**config.mk**
```make
export PLATFORM = sky130hd
export DESIGN_NAME = md5_byte_stream_hasher
export DESIGN_NICKNAME = d
export VERILOG_FILES = /design/src/hdl/md5bs_pkg.sv /design/src/hdl/md5bs_round.sv /design/src/hdl/md5_byte_stream_hasher.sv
export SDC_FILE = /design/constraint.sdc
export NUM_CORES = 2
export LEC_CHECK = 0
export BUFFER_PORTS_ARGS = -buffer_cell sky130_fd_sc_hd__buf_2
export CORE_MARGIN = 3
export CORE_UTILIZATION = 55
export DETAILED_ROUTE_END_ITERATION = 12
export PLACE_DENSITY = 0.68
export RECOVER_POWER = 25
export SYNTH_ARGS = -nofsm -noshare
export SYNTH_HDL_FRONTEND = slang
export SYNTH_HIERARCHICAL = 1
export SYNTH_SLANG_ARGS = --single-unit
```
**constraint.sdc**
```tcl
create_clock -name i_clk -period 16.65 [get_ports i_clk]
set_clock_uncertainty 0.1 [all_clocks]
set_input_delay 1.665 -clock i_clk [delete_from_list [all_inputs] [get_ports i_clk]]
set_output_delay 1.665 -clock i_clk [all_outputs]
set_load 0.02 [all_outputs]
```
**src/hdl/md5bs_pkg.sv**
```systemverilog
// ----------------------------------------------------------------------------
// MD5 byte stream hasher package
// Request types, sequencer states, round constants and round helper functions.
// ----------------------------------------------------------------------------
package md5bs_pkg;

    localparam logic [1:0] CMD_START  = 2'd0;
    localparam logic [1:0] CMD_FEED   = 2'd1;
    localparam logic [1:0] CMD_FINISH = 2'd2;

    localparam logic [7:0] PAD_BYTE = 8'h80;

    typedef struct packed {
        logic [1:0] command;
        logic [7:0] data_byte;
    } t_in;

    typedef struct packed {
        logic [31:0] digest_word;
        logic [1:0]  word_index;
        logic        last_word;
    } t_out;

    typedef struct packed {
        logic [31:0] a;
        logic [31:0] b;
        logic [31:0] c;
        logic [31:0] d;
    } t_abcd;

    typedef enum logic [2:0] {
        ST_IDLE,
        ST_PAD,
        ST_ROUND,
        ST_ADD,
        ST_OUT
    } t_state;

    typedef enum logic [1:0] {
        PAD_MARK,
        PAD_ZERO,
        PAD_LEN
    } t_pad;

    localparam logic [31:0] H_INIT [4] = '{
        32'h67452301, 32'hefcdab89, 32'h98badcfe, 32'h10325476
    };

    localparam logic [31:0] K_TAB [64] = '{
        32'hd76aa478, 32'he8c7b756, 32'h242070db, 32'hc1bdceee,
        32'hf57c0faf, 32'h4787c62a, 32'ha8304613, 32'hfd469501,
        32'h698098d8, 32'h8b44f7af, 32'hffff5bb1, 32'h895cd7be,
        32'h6b901122, 32'hfd987193, 32'ha679438e, 32'h49b40821,
        32'hf61e2562, 32'hc040b340, 32'h265e5a51, 32'he9b6c7aa,
        32'hd62f105d, 32'h02441453, 32'hd8a1e681, 32'he7d3fbc8,
        32'h21e1cde6, 32'hc33707d6, 32'hf4d50d87, 32'h455a14ed,
        32'ha9e3e905, 32'hfcefa3f8, 32'h676f02d9, 32'h8d2a4c8a,
        32'hfffa3942, 32'h8771f681, 32'h6d9d6122, 32'hfde5380c,
        32'ha4beea44, 32'h4bdecfa9, 32'hf6bb4b60, 32'hbebfbc70,
        32'h289b7ec6, 32'heaa127fa, 32'hd4ef3085, 32'h04881d05,
        32'hd9d4d039, 32'he6db99e5, 32'h1fa27cf8, 32'hc4ac5665,
        32'hf4292244, 32'h432aff97, 32'hab9423a7, 32'hfc93a039,
        32'h655b59c3, 32'h8f0ccc92, 32'hffeff47d, 32'h85845dd1,
        32'h6fa87e4f, 32'hfe2ce6e0, 32'ha3014314, 32'h4e0811a1,
        32'hf7537e82, 32'hbd3af235, 32'h2ad7d2bb, 32'heb86d391
    };

    localparam logic [4:0] ROT_TAB [16] = '{
        5'd7, 5'd12, 5'd17, 5'd22,
        5'd5, 5'd9,  5'd14, 5'd20,
        5'd4, 5'd11, 5'd16, 5'd23,
        5'd6, 5'd10, 5'd15, 5'd21
    };

    function automatic logic [3:0] msg_idx(input logic [5:0] rnd);
        logic [3:0] j;
        logic [3:0] g;
        j = rnd[3:0];
        case (rnd[5:4])
            2'd0:    g = j;
            2'd1:    g = 4'(j * 4'd5 + 4'd1);
            2'd2:    g = 4'(j * 4'd3 + 4'd5);
            default: g = 4'(j * 4'd7);
        endcase
        return g;
    endfunction

    function automatic logic [31:0] rotl32(input logic [31:0] v, input logic [4:0] s);
        logic [63:0] w;
        w = {v, v} << s;
        return w[63:32];
    endfunction

endpackage

```
**src/hdl/md5bs_round.sv**
```systemverilog
// ----------------------------------------------------------------------------
// MD5 round unit
// One compression round: boolean function, sum with the precomputed
// constant plus message word, rotate and final add.
// ----------------------------------------------------------------------------
module md5bs_round
    import md5bs_pkg::*;
(
    input  t_abcd       i_cur,
    input  logic [31:0] i_km,
    input  logic [5:0]  i_rnd,
    output t_abcd       o_nxt
);

    logic [31:0] f;
    logic [31:0] t;
    logic [31:0] rot;

    always_comb begin
        case (i_rnd[5:4])
            2'd0:    f = i_cur.d ^ (i_cur.b & (i_cur.c ^ i_cur.d));
            2'd1:    f = i_cur.c ^ (i_cur.d & (i_cur.b ^ i_cur.c));
            2'd2:    f = i_cur.b ^ i_cur.c ^ i_cur.d;
            default: f = i_cur.c ^ (i_cur.b | ~i_cur.d);
        endcase
        t       = i_cur.a + f + i_km;
        rot     = rotl32(t, ROT_TAB[{i_rnd[5:4], i_rnd[1:0]}]);
        o_nxt.a = i_cur.d;
        o_nxt.b = i_cur.b + rot;
        o_nxt.c = i_cur.b;
        o_nxt.d = i_cur.c;
    end

endmodule

```
**src/hdl/md5_byte_stream_hasher.sv**
```systemverilog
// ----------------------------------------------------------------------------
// MD5 byte stream hasher
// Packs bytes into a 16-word block, runs the 64-round compression on a
// shared round unit, pads on finish and returns the four digest words.
// ----------------------------------------------------------------------------
//  channel | direction | handshake        | payload
//  input   | in        | i_valid/o_stall  | i_data  (command, data_byte)
//  output  | out       | o_valid/i_stall  | o_data  (digest_word, word_index, last_word)
//
//  A feed that fills the block starts compression: 64 rounds on the single
//  round unit, then the chaining add.
//  Finish pads one byte a cycle while not compressing, pausing once at byte 56,
//  compresses once or twice, then shows four digest words, one per cycle that
//  is not stalled.
//  Reset loads the initial chaining words and clears block, position, count.
//  Input is stalled whenever the sequencer is not idle.
// ----------------------------------------------------------------------------
module md5_byte_stream_hasher
    import md5bs_pkg::*;
(
    input  logic i_clk,
    input  logic i_rst_n,
    input  logic i_valid,
    output logic o_stall,
    input  t_in  i_data,
    output logic o_valid,
    input  logic i_stall,
    output t_out o_data
);

    t_state      r_state;
    t_state      n_state;
    t_state      r_ret;
    t_pad        r_pad;
    logic [31:0] r_h [4];
    logic [31:0] r_blk [16];
    logic [5:0]  r_pos;
    logic [63:0] r_cnt;
    logic [63:0] r_len;
    logic [2:0]  r_len_idx;
    logic [5:0]  r_rnd;
    logic [31:0] r_km;
    t_abcd       r_abcd;
    logic [1:0]  r_out_idx;

    t_abcd       rnd_nxt;
    logic [5:0]  rnd_inc;
    logic        in_acc;
    logic        ld_en;
    logic [7:0]  ld_byte;
    logic        go_round;
    logic        out_done;
    logic        clr_msg;
    t_state      ret_sel;

    md5bs_round u_round (
        .i_cur (r_abcd),
        .i_km  (r_km),
        .i_rnd (r_rnd),
        .o_nxt (rnd_nxt)
    );

    assign in_acc   = i_valid && !o_stall;
    assign rnd_inc  = 6'(r_rnd + 6'd1);
    assign go_round = ld_en && (r_pos == 6'd63);
    assign out_done = (r_state == ST_OUT) && !i_stall && (r_out_idx == 2'd3);
    assign clr_msg  = (in_acc && (i_data.command == CMD_START)) || out_done;

    always_comb begin
        ld_en   = 1'b0;
        ld_byte = 8'd0;
        if (r_state == ST_IDLE) begin
            ld_en   = in_acc && (i_data.command == CMD_FEED);
            ld_byte = i_data.data_byte;
        end else if (r_state == ST_PAD) begin
            case (r_pad)
                PAD_MARK: begin
                    ld_en   = 1'b1;
                    ld_byte = PAD_BYTE;
                end
                PAD_ZERO: begin
                    ld_en   = (r_pos != 6'd56);
                    ld_byte = 8'd0;
                end
                default: begin
                    ld_en   = 1'b1;
                    ld_byte = r_len[7:0];
                end
            endcase
        end
        if (r_state == ST_IDLE) begin
            ret_sel = ST_IDLE;
        end else if ((r_pad == PAD_LEN) && (r_len_idx == 3'd7)) begin
            ret_sel = ST_OUT;
        end else begin
            ret_sel = ST_PAD;
        end
    end

    always_comb begin
        n_state = r_state;
        unique case (r_state)
            ST_IDLE: begin
                if (go_round) begin
                    n_state = ST_ROUND;
                end else if (in_acc && (i_data.command == CMD_FINISH)) begin
                    n_state = ST_PAD;
                end
            end
            ST_PAD: begin
                if (go_round) begin
                    n_state = ST_ROUND;
                end
            end
            ST_ROUND: begin
                if (r_rnd == 6'd63) begin
                    n_state = ST_ADD;
                end
            end
            ST_ADD: begin
                n_state = r_ret;
            end
            ST_OUT: begin
                if (out_done) begin
                    n_state = ST_IDLE;
                end
            end
            default: n_state = ST_IDLE;
        endcase
    end

    always_comb begin
        o_stall            = (r_state != ST_IDLE);
        o_valid            = (r_state == ST_OUT);
        o_data.digest_word = r_h[r_out_idx];
        o_data.word_index  = r_out_idx;
        o_data.last_word   = (r_out_idx == 2'd3);
    end

    always_ff @(posedge i_clk) begin
        if (!i_rst_n) begin
            r_state <= ST_IDLE;
        end else begin
            r_state <= n_state;
        end
    end

    always_ff @(posedge i_clk) begin
        if (!i_rst_n || clr_msg) begin
            r_h       <= H_INIT;
            r_blk     <= '{default: '0};
            r_pos     <= '0;
            r_cnt     <= '0;
            r_pad     <= PAD_MARK;
            r_len_idx <= '0;
            r_out_idx <= '0;
            r_ret     <= ST_IDLE;
        end else begin
            if (ld_en) begin
                r_blk[r_pos[5:2]][{r_pos[1:0], 3'b000} +: 8] <= ld_byte;
                r_pos <= 6'(r_pos + 6'd1);
            end
            if (in_acc && (i_data.command == CMD_FEED)) begin
                r_cnt <= r_cnt + 64'd8;
            end
            if (in_acc && (i_data.command == CMD_FINISH)) begin
                r_len     <= r_cnt;
                r_pad     <= PAD_MARK;
                r_len_idx <= '0;
            end
            if (r_state == ST_PAD) begin
                case (r_pad)
                    PAD_MARK: r_pad <= PAD_ZERO;
                    PAD_ZERO: begin
                        if (r_pos == 6'd56) begin
                            r_pad <= PAD_LEN;
                        end
                    end
                    default: begin
                        r_len     <= r_len >> 8;
                        r_len_idx <= 3'(r_len_idx + 3'd1);
                    end
                endcase
            end
            if (go_round) begin
                r_ret  <= ret_sel;
                r_abcd <= '{a: r_h[0], b: r_h[1], c: r_h[2], d: r_h[3]};
                r_rnd  <= '0;
                r_km   <= K_TAB[0] + r_blk[0];
            end
            if (r_state == ST_ROUND) begin
                r_abcd <= rnd_nxt;
                r_rnd  <= rnd_inc;
                r_km   <= K_TAB[rnd_inc] + r_blk[msg_idx(rnd_inc)];
            end
            if (r_state == ST_ADD) begin
                r_h[0] <= r_h[0] + r_abcd.a;
                r_h[1] <= r_h[1] + r_abcd.b;
                r_h[2] <= r_h[2] + r_abcd.c;
                r_h[3] <= r_h[3] + r_abcd.d;
                r_blk  <= '{default: '0};
            end
            if ((r_state == ST_OUT) && !i_stall) begin
                r_out_idx <= 2'(r_out_idx + 2'd1);
            end
        end
    end

    a_round_advance: assert property (@(posedge i_clk) disable iff (!i_rst_n)
        (r_state == ST_ROUND && r_rnd != 6'd63)
        |=> (r_state == ST_ROUND && r_rnd == 6'($past(r_rnd) + 6'd1)))
        else $error("round counter did not advance");

    a_full_block: assert property (@(posedge i_clk) disable iff (!i_rst_n)
        (in_acc && i_data.command == CMD_FEED && r_pos == 6'd63)
        |=> (r_state == ST_ROUND && r_rnd == 6'd0 && r_pos == 6'd0))
        else $error("full block did not start compression");

    a_len_tail: assert property (@(posedge i_clk) disable iff (!i_rst_n)
        (r_state == ST_PAD && r_pad == PAD_LEN) |-> (r_pos[5:3] == 3'd7))
        else $error("length bytes outside the block tail");

    a_digest_restart: assert property (@(posedge i_clk) disable iff (!i_rst_n)
        (o_valid && !i_stall && o_data.last_word)
        |=> (r_state == ST_IDLE && r_pos == 6'd0 && r_cnt == 64'd0))
        else $error("state not restarted after digest");

endmodule

```
======== Yosys cells after proc, flatten, opt, wreduce, memory -nomap -nowiden ========
Memories as Yosys holds them, arrays and structs flattened.
Index checks and enable logic that the tools add are counted.
word-level totals
  bits in registers ....................... 953
  memory bits (read-only) ................. 2,128
  input port bits ......................... 14
  output and inout port bits .............. 37
  word-level logic and storage cells ...... 175
  memories ................................ 2
memories
  memory            depth  width  rd ports  clocked after Yosys merged registers in  write ports  line                           text
  (name not given)  64     32     1         0                                        0            md5_byte_stream_hasher.sv:194  r_km <= K_TAB[rnd_inc] + r_blk[msg_idx(rnd_inc)];
  (name not given)  16     5      1         0                                        0            md5bs_round.sv:27              rot = rotl32(t, ROT_TAB[{i_rnd[5:4], i_rnd[1:0]}]);
cells by class
  add/sub/neg operators ................... 17
  $mul .................................... 3
  $lt $le $gt $ge ......................... 6
  eq/ne operators ......................... 22
  shift-type cells ........................ 3
  muxes and demuxes ....................... 47
  bitwise operators ....................... 16
  reductions and logical operators ........ 25
operator list
  cell                    count
  $bwmux 512              1
  $mux 32                 9
  $add 32x32->32          8
  $mux 128                2
  $mux 64                 3
  $xor 32x32->32          6
  $bmux 32 s4             1
  $demux 32 s4            1
  $pmux 32 s3             1
  $add 64x4->64 const B   1
  $and 32x32->32          2
  $bmux 32 s2             1
  $shl 64x5->64           1
  $add 32x32->32 const A  1
  $not 32->32             1
  $or 32x32->32           1
  $shift 8x7->32 const A  1
  $shiftx 8x7->32         1
  $mux 3                  10
  $eq 6x6->1 const B      3
  $mux 8                  2
  $pmux 8 s2              1
  $ge 5x5->1 const B      3
  $not 4->5               3
  41 further kinds        75

======== Depth between registers and ports, before layout ========
  word-level depth ........................ 13
  gate-level depth with buffers ........... 38
  depth with buffers taken out ............ 35

======== Modules after synthesis ========
The synthesis kept the hierarchy.
modules (own cells, without submodules)
  module                  times used  cells an instance  area each (um^2)  seq. area each (um^2)
  md5_byte_stream_hasher  1           6,369              53,277.3          21,300.4
  md5bs_round             1           1,373              9,303.9           0.0

======== Worst setup path after synthesis ========
Ideal clock, no wire load.
  path kind ............................... input port to flip-flop
  from .................................... in i_data[9] (netlist name)
  to ...................................... reg r_abcd[0] (netlist name), enable pin
  library setup time ...................... 0.746 ns
  arrival time ............................ 10.555 ns
  data required time ...................... 15.804 ns
  slack ................................... 5.249 ns
  cell stages on the path ................. 5
  buffers on the path ..................... 0
  cells stage by stage .................... nand4bb_4 > nor3_4 > a31o_2 > nand3_1 > a21oi_1
on the way
  longest elaborated chain between the ends .. 6
  elaborated cells on any way between the ends .. 11
  classes of those cells .................. eq/ne (1); mux (1); bitwise (1); reduce/logical (8)
RTL lines
  element                                                                 line                                                         text
  start, declared                                                         md5_byte_stream_hasher.sv:25                                 input t_in i_data,
  $eq 2x1->1 / $logic_not 2->1 (equally long branches)                    md5_byte_stream_hasher.sv:73, md5_byte_stream_hasher.sv:67
  $logic_and 1x1->1, on equally long branches                             md5_byte_stream_hasher.sv:73, md5_byte_stream_hasher.sv:67
  $mux 1 / $logic_or 1x1->1 (equally long branches)                       md5_byte_stream_hasher.sv:72, md5_byte_stream_hasher.sv:67
  $logic_and 1x1->1 / $logic_or 1x1->1 (equally long branches)            md5_byte_stream_hasher.sv:65, md5_byte_stream_hasher.sv:149
  $reduce_bool 2->1 (no source line) / $not 1->1 (equally long branches)  n/a
  $reduce_and 2->1 (no source line) (*)                                   n/a
  end signal, assigned                                                    md5_byte_stream_hasher.sv:187                                r_abcd <= '{a: r_h[0], b: r_h[1], c: r_h[2], d: r_h[3]};
  end signal, assigned                                                    md5_byte_stream_hasher.sv:192                                r_abcd <= rnd_nxt;
  end, declared                                                           md5_byte_stream_hasher.sv:43                                 t_abcd r_abcd;
Every way passes the cells marked *; elsewhere a longest branch is shown, timed or not.
A chain may end at the register's enable or synchronous reset.

==> out/qor.yml <==
flip_flop_and_latch_count_after_synthesis: 949
endpoint_required_time_on_the_critical_path_ns: 17.10
critical_path.max_stage_delay_ns: 0.64
place_hpwl_microns: 141000
antenna_violations_before_repair: 4
hold_viol_final: 0
gr-total-overflow: 0
netlist-cell-type-count: 124
antenna_left: 0
outcome: "complete, but fails checks"
finish.net_count: 7704
rsz_0062_raised_after_global_routing: "false"
crit_arrival_ns: 11.19
synth_area_leaders: "sky130_fd_sc_hd__dfxtp_1, sky130_fd_sc_hd__edfxtp_1, sky130_fd_sc_hd__nand2_1, sky130_fd_sc_hd__a21oi_1, sky130_fd_sc_hd__mux4_2"
nFillCells: 10180
synth_largest_type_area_fraction_pct: 23.00
dieHeight_microns: 343.3
floorplan.io_pins: 51
finish.instance_area_sq_um: 66610
num_vias: 57620
postSynthNetCount: 8050
placementRows: 123
routed_wire_length_per_instance_microns: 22.74
p_seq_share_pct: 48.2
power_frac_comb_pct: 2.9
p_leak_nw: 24.75
timing.critical_path.to_type: "flip-flop"
period_minus_slack_ns: 10.74
remaining_drc_errors: 0
post_detailed_route_via_to_cell_ratio: 6.410
first_global_vias: 53370
avgSynthCellArea_sq_um: 8.083
cts.clk_slew.worst_paths_ns: 0.07
achievable-frequency_mhz: 93.07
clock_sinks: 949
placement.io_buffers: 50
worstSetupStartpointType: "flip-flop"
fin_ws_ns: 5.906
layout-drive-gt1-share_pct: 8.468
yosys.cell_count.top_type: "sky130_fd_sc_hd__nand2_1"
internal_power_mw: 3.780
finalSetupViolations: 0
cts-htree-levels: 3
finalSetupTns_ns: 0
synthTopCellsByCount: "sky130_fd_sc_hd__nand2_1, sky130_fd_sc_hd__a21oi_1, sky130_fd_sc_hd__dfxtp_1"
max-cap-violations: 14
gp_routability_congestion: 0.9854
violations: "max-capacitance violations, max-slew violations"
post_cts.repair.setup_buffers: 0
multiInputGateArea_sq_um: 38000
synth_area_sq_um: 62580
numCtsBuffers: 106
max-clock-path-buffers: 3
detailedRoute.firstPassIterationCount: 6
post_cts_hold_buffer_count: 0
starting_density_of_the_core_pct: 55.55
grt_first_pass_wirelength_microns: 314100
final_max_slew_violation_count: 683
synth_top_flop_cell: "sky130_fd_sc_hd__dfxtp_1"
core_sq_um: 112700
cellPowerDensity_nw_per_um2: 74.11
power.clock.fraction_pct: 48.9
placedInstanceArea_sq_um: 63090
timing.critical_path.fanout_max: 58
critical-path-slowest-cell: "sky130_fd_sc_hd__and2_1"
grt_max_degree: 240
cts_tree: "yes"
global_route.usage.total_pct: 33.50
totalWireLength_microns: 204400
fin_crit_sh_pct: 64.53
min_path_type: "flip-flop to flip-flop"
die_area_sq_um: 117900
dieWidth_microns: 343.3
worst-setup-path-type: "flip-flop to flip-flop"
worstMarginPinSlew_ns: 4.502
register_area_sq_um: 21300
drt_first_iter_violations: 6370
ys_async_sr_fraction_pct: 0
syn_to_final_growth_pct: 6.432
clk_latency_ns: 0.74
ir_worst_vdd_uv: 86.41
p_sw_mw: 1.156
slew_headroom_pct: -200.1
clockRootBuffer: "sky130_fd_sc_hd__clkbuf_16"
swShare_pct: 23.43
post_cts_resize_count: 0
detailedPlace.worstSlack_ns: 6.153
yosysWarningCount: 6
number_of_enable_flip_flop_cells_after_synthesis: 230
layout.core_utilization_pct: 59.13
synth_sequential_area_ratio_pct: 34.04
netlist_instances: 7742
synthDominantAreaCellType: "sky130_fd_sc_hd__dfxtp_1"
## critical path, delay by kind of cell (launching register included)
family / cells / cell delay (ns)
xor+xnor: 2 / 0.73
fa+ha+maj: 5 / 1.75
compound gates: 16 / 4.39
buf+inv: 4 / 1.13
flops: 1 / 0.45
simple gates: 7 / 1.35
mux: 2 / 0.62
## final timing paths
kind | startpoint | end | slack, ns | cells after the start
hold reg to reg | r_blk[431] | r_blk[431] | 0.35 | 2
setup reg to reg | r_rnd[5] | r_abcd[94] | 5.91 | 36
hold / removal | r_blk[431] | r_blk[431] | 0.35 | 2
setup / recovery | r_rnd[5] | r_abcd[94] | 5.91 | 36
## per-layer routing
layer / vias up / global-route usage [%] / part of all wire (%)
li1: 26950 / - / -
met1: 27820 / 45.70 / 42
met2: 2382 / 54.33 / 46
met3: 457 / 4.142 / 7.1
met4: 4 / 13.11 / 4.1
met5: - / 0 / 0.013
## per-stage QoR
step	power, mW	std cells	hold WS [ns]
after global routing	5.058	8987	0.3662
after CTS	4.960	8987	0.3525
final	4.936	8988	0.3498
after floorplan	2.518	7742	0.3331
after detailed placement	2.567	8788	0.3438
after global placement	2.565	8788	0.3380
## cell type report
class,instances,share of cell area (%)
multi-input combinational,5983,57.05
inverter,185,1.044
tap,1500,2.818
clock inverter,48,0.8453
timing repair buffer,171,1.713
clock buffer,151,4.538
antenna,1,0.003757
sequential,949,31.98
## flip-flops by register name, summed over array words and instances (netlist names)
register / flops
r_blk: 512
r_abcd: 128
r_h: 128
r_len: 64
r_cnt: 61
r_km: 32
r_pos: 6
r_rnd: 6
r_len_idx: 3
r_state: 3
r_out_idx: 2
r_pad: 2
r_ret: 2
## power groups by stage
stage | registers (mW) | clock network, mW | logic [mW]
after detailed placement | 2.43 | 0 | 0.137
final | 2.38 | 2.42 | 0.141
after global routing | 2.38 | 2.53 | 0.150
after floorplan | 2.43 | 0 | 0.0914
after global placement | 2.43 | 0 | 0.136
after CTS | 2.38 | 2.44 | 0.137
## cells in the final DEF, fill, tap and decap left out, types with 108 or more instances in the layout
| cell | n |
|---|---|
| sky130_fd_sc_hd__nand2_1 | 1485 |
| sky130_fd_sc_hd__a21oi_1 | 903 |
| sky130_fd_sc_hd__dfxtp_1 | 717 |
| sky130_fd_sc_hd__nand3_1 | 582 |
| sky130_fd_sc_hd__nor2_1 | 459 |
| sky130_fd_sc_hd__o21ai_0 | 391 |
| sky130_fd_sc_hd__ha_1 | 252 |
| sky130_fd_sc_hd__edfxtp_1 | 230 |
| sky130_fd_sc_hd__inv_1 | 180 |
| sky130_fd_sc_hd__mux2i_1 | 163 |
| sky130_fd_sc_hd__mux4_2 | 160 |
| sky130_fd_sc_hd__xnor2_1 | 154 |
| sky130_fd_sc_hd__a31oi_1 | 116 |
| sky130_fd_sc_hd__xor2_1 | 116 |
| sky130_fd_sc_hd__buf_4 | 108 |
## logic make-up after synthesis
logic type,synth area share [%]
multiplexers,8.745
AO/OA/AOI/OAI,19.80
XOR/XNOR,3.981
adder cells (fa/ha/maj),6.626
buffers and inverters,5.632
AND/OR/NAND/NOR,21.18
flip-flops,34.04
Power figures use the tool's default switching activity.
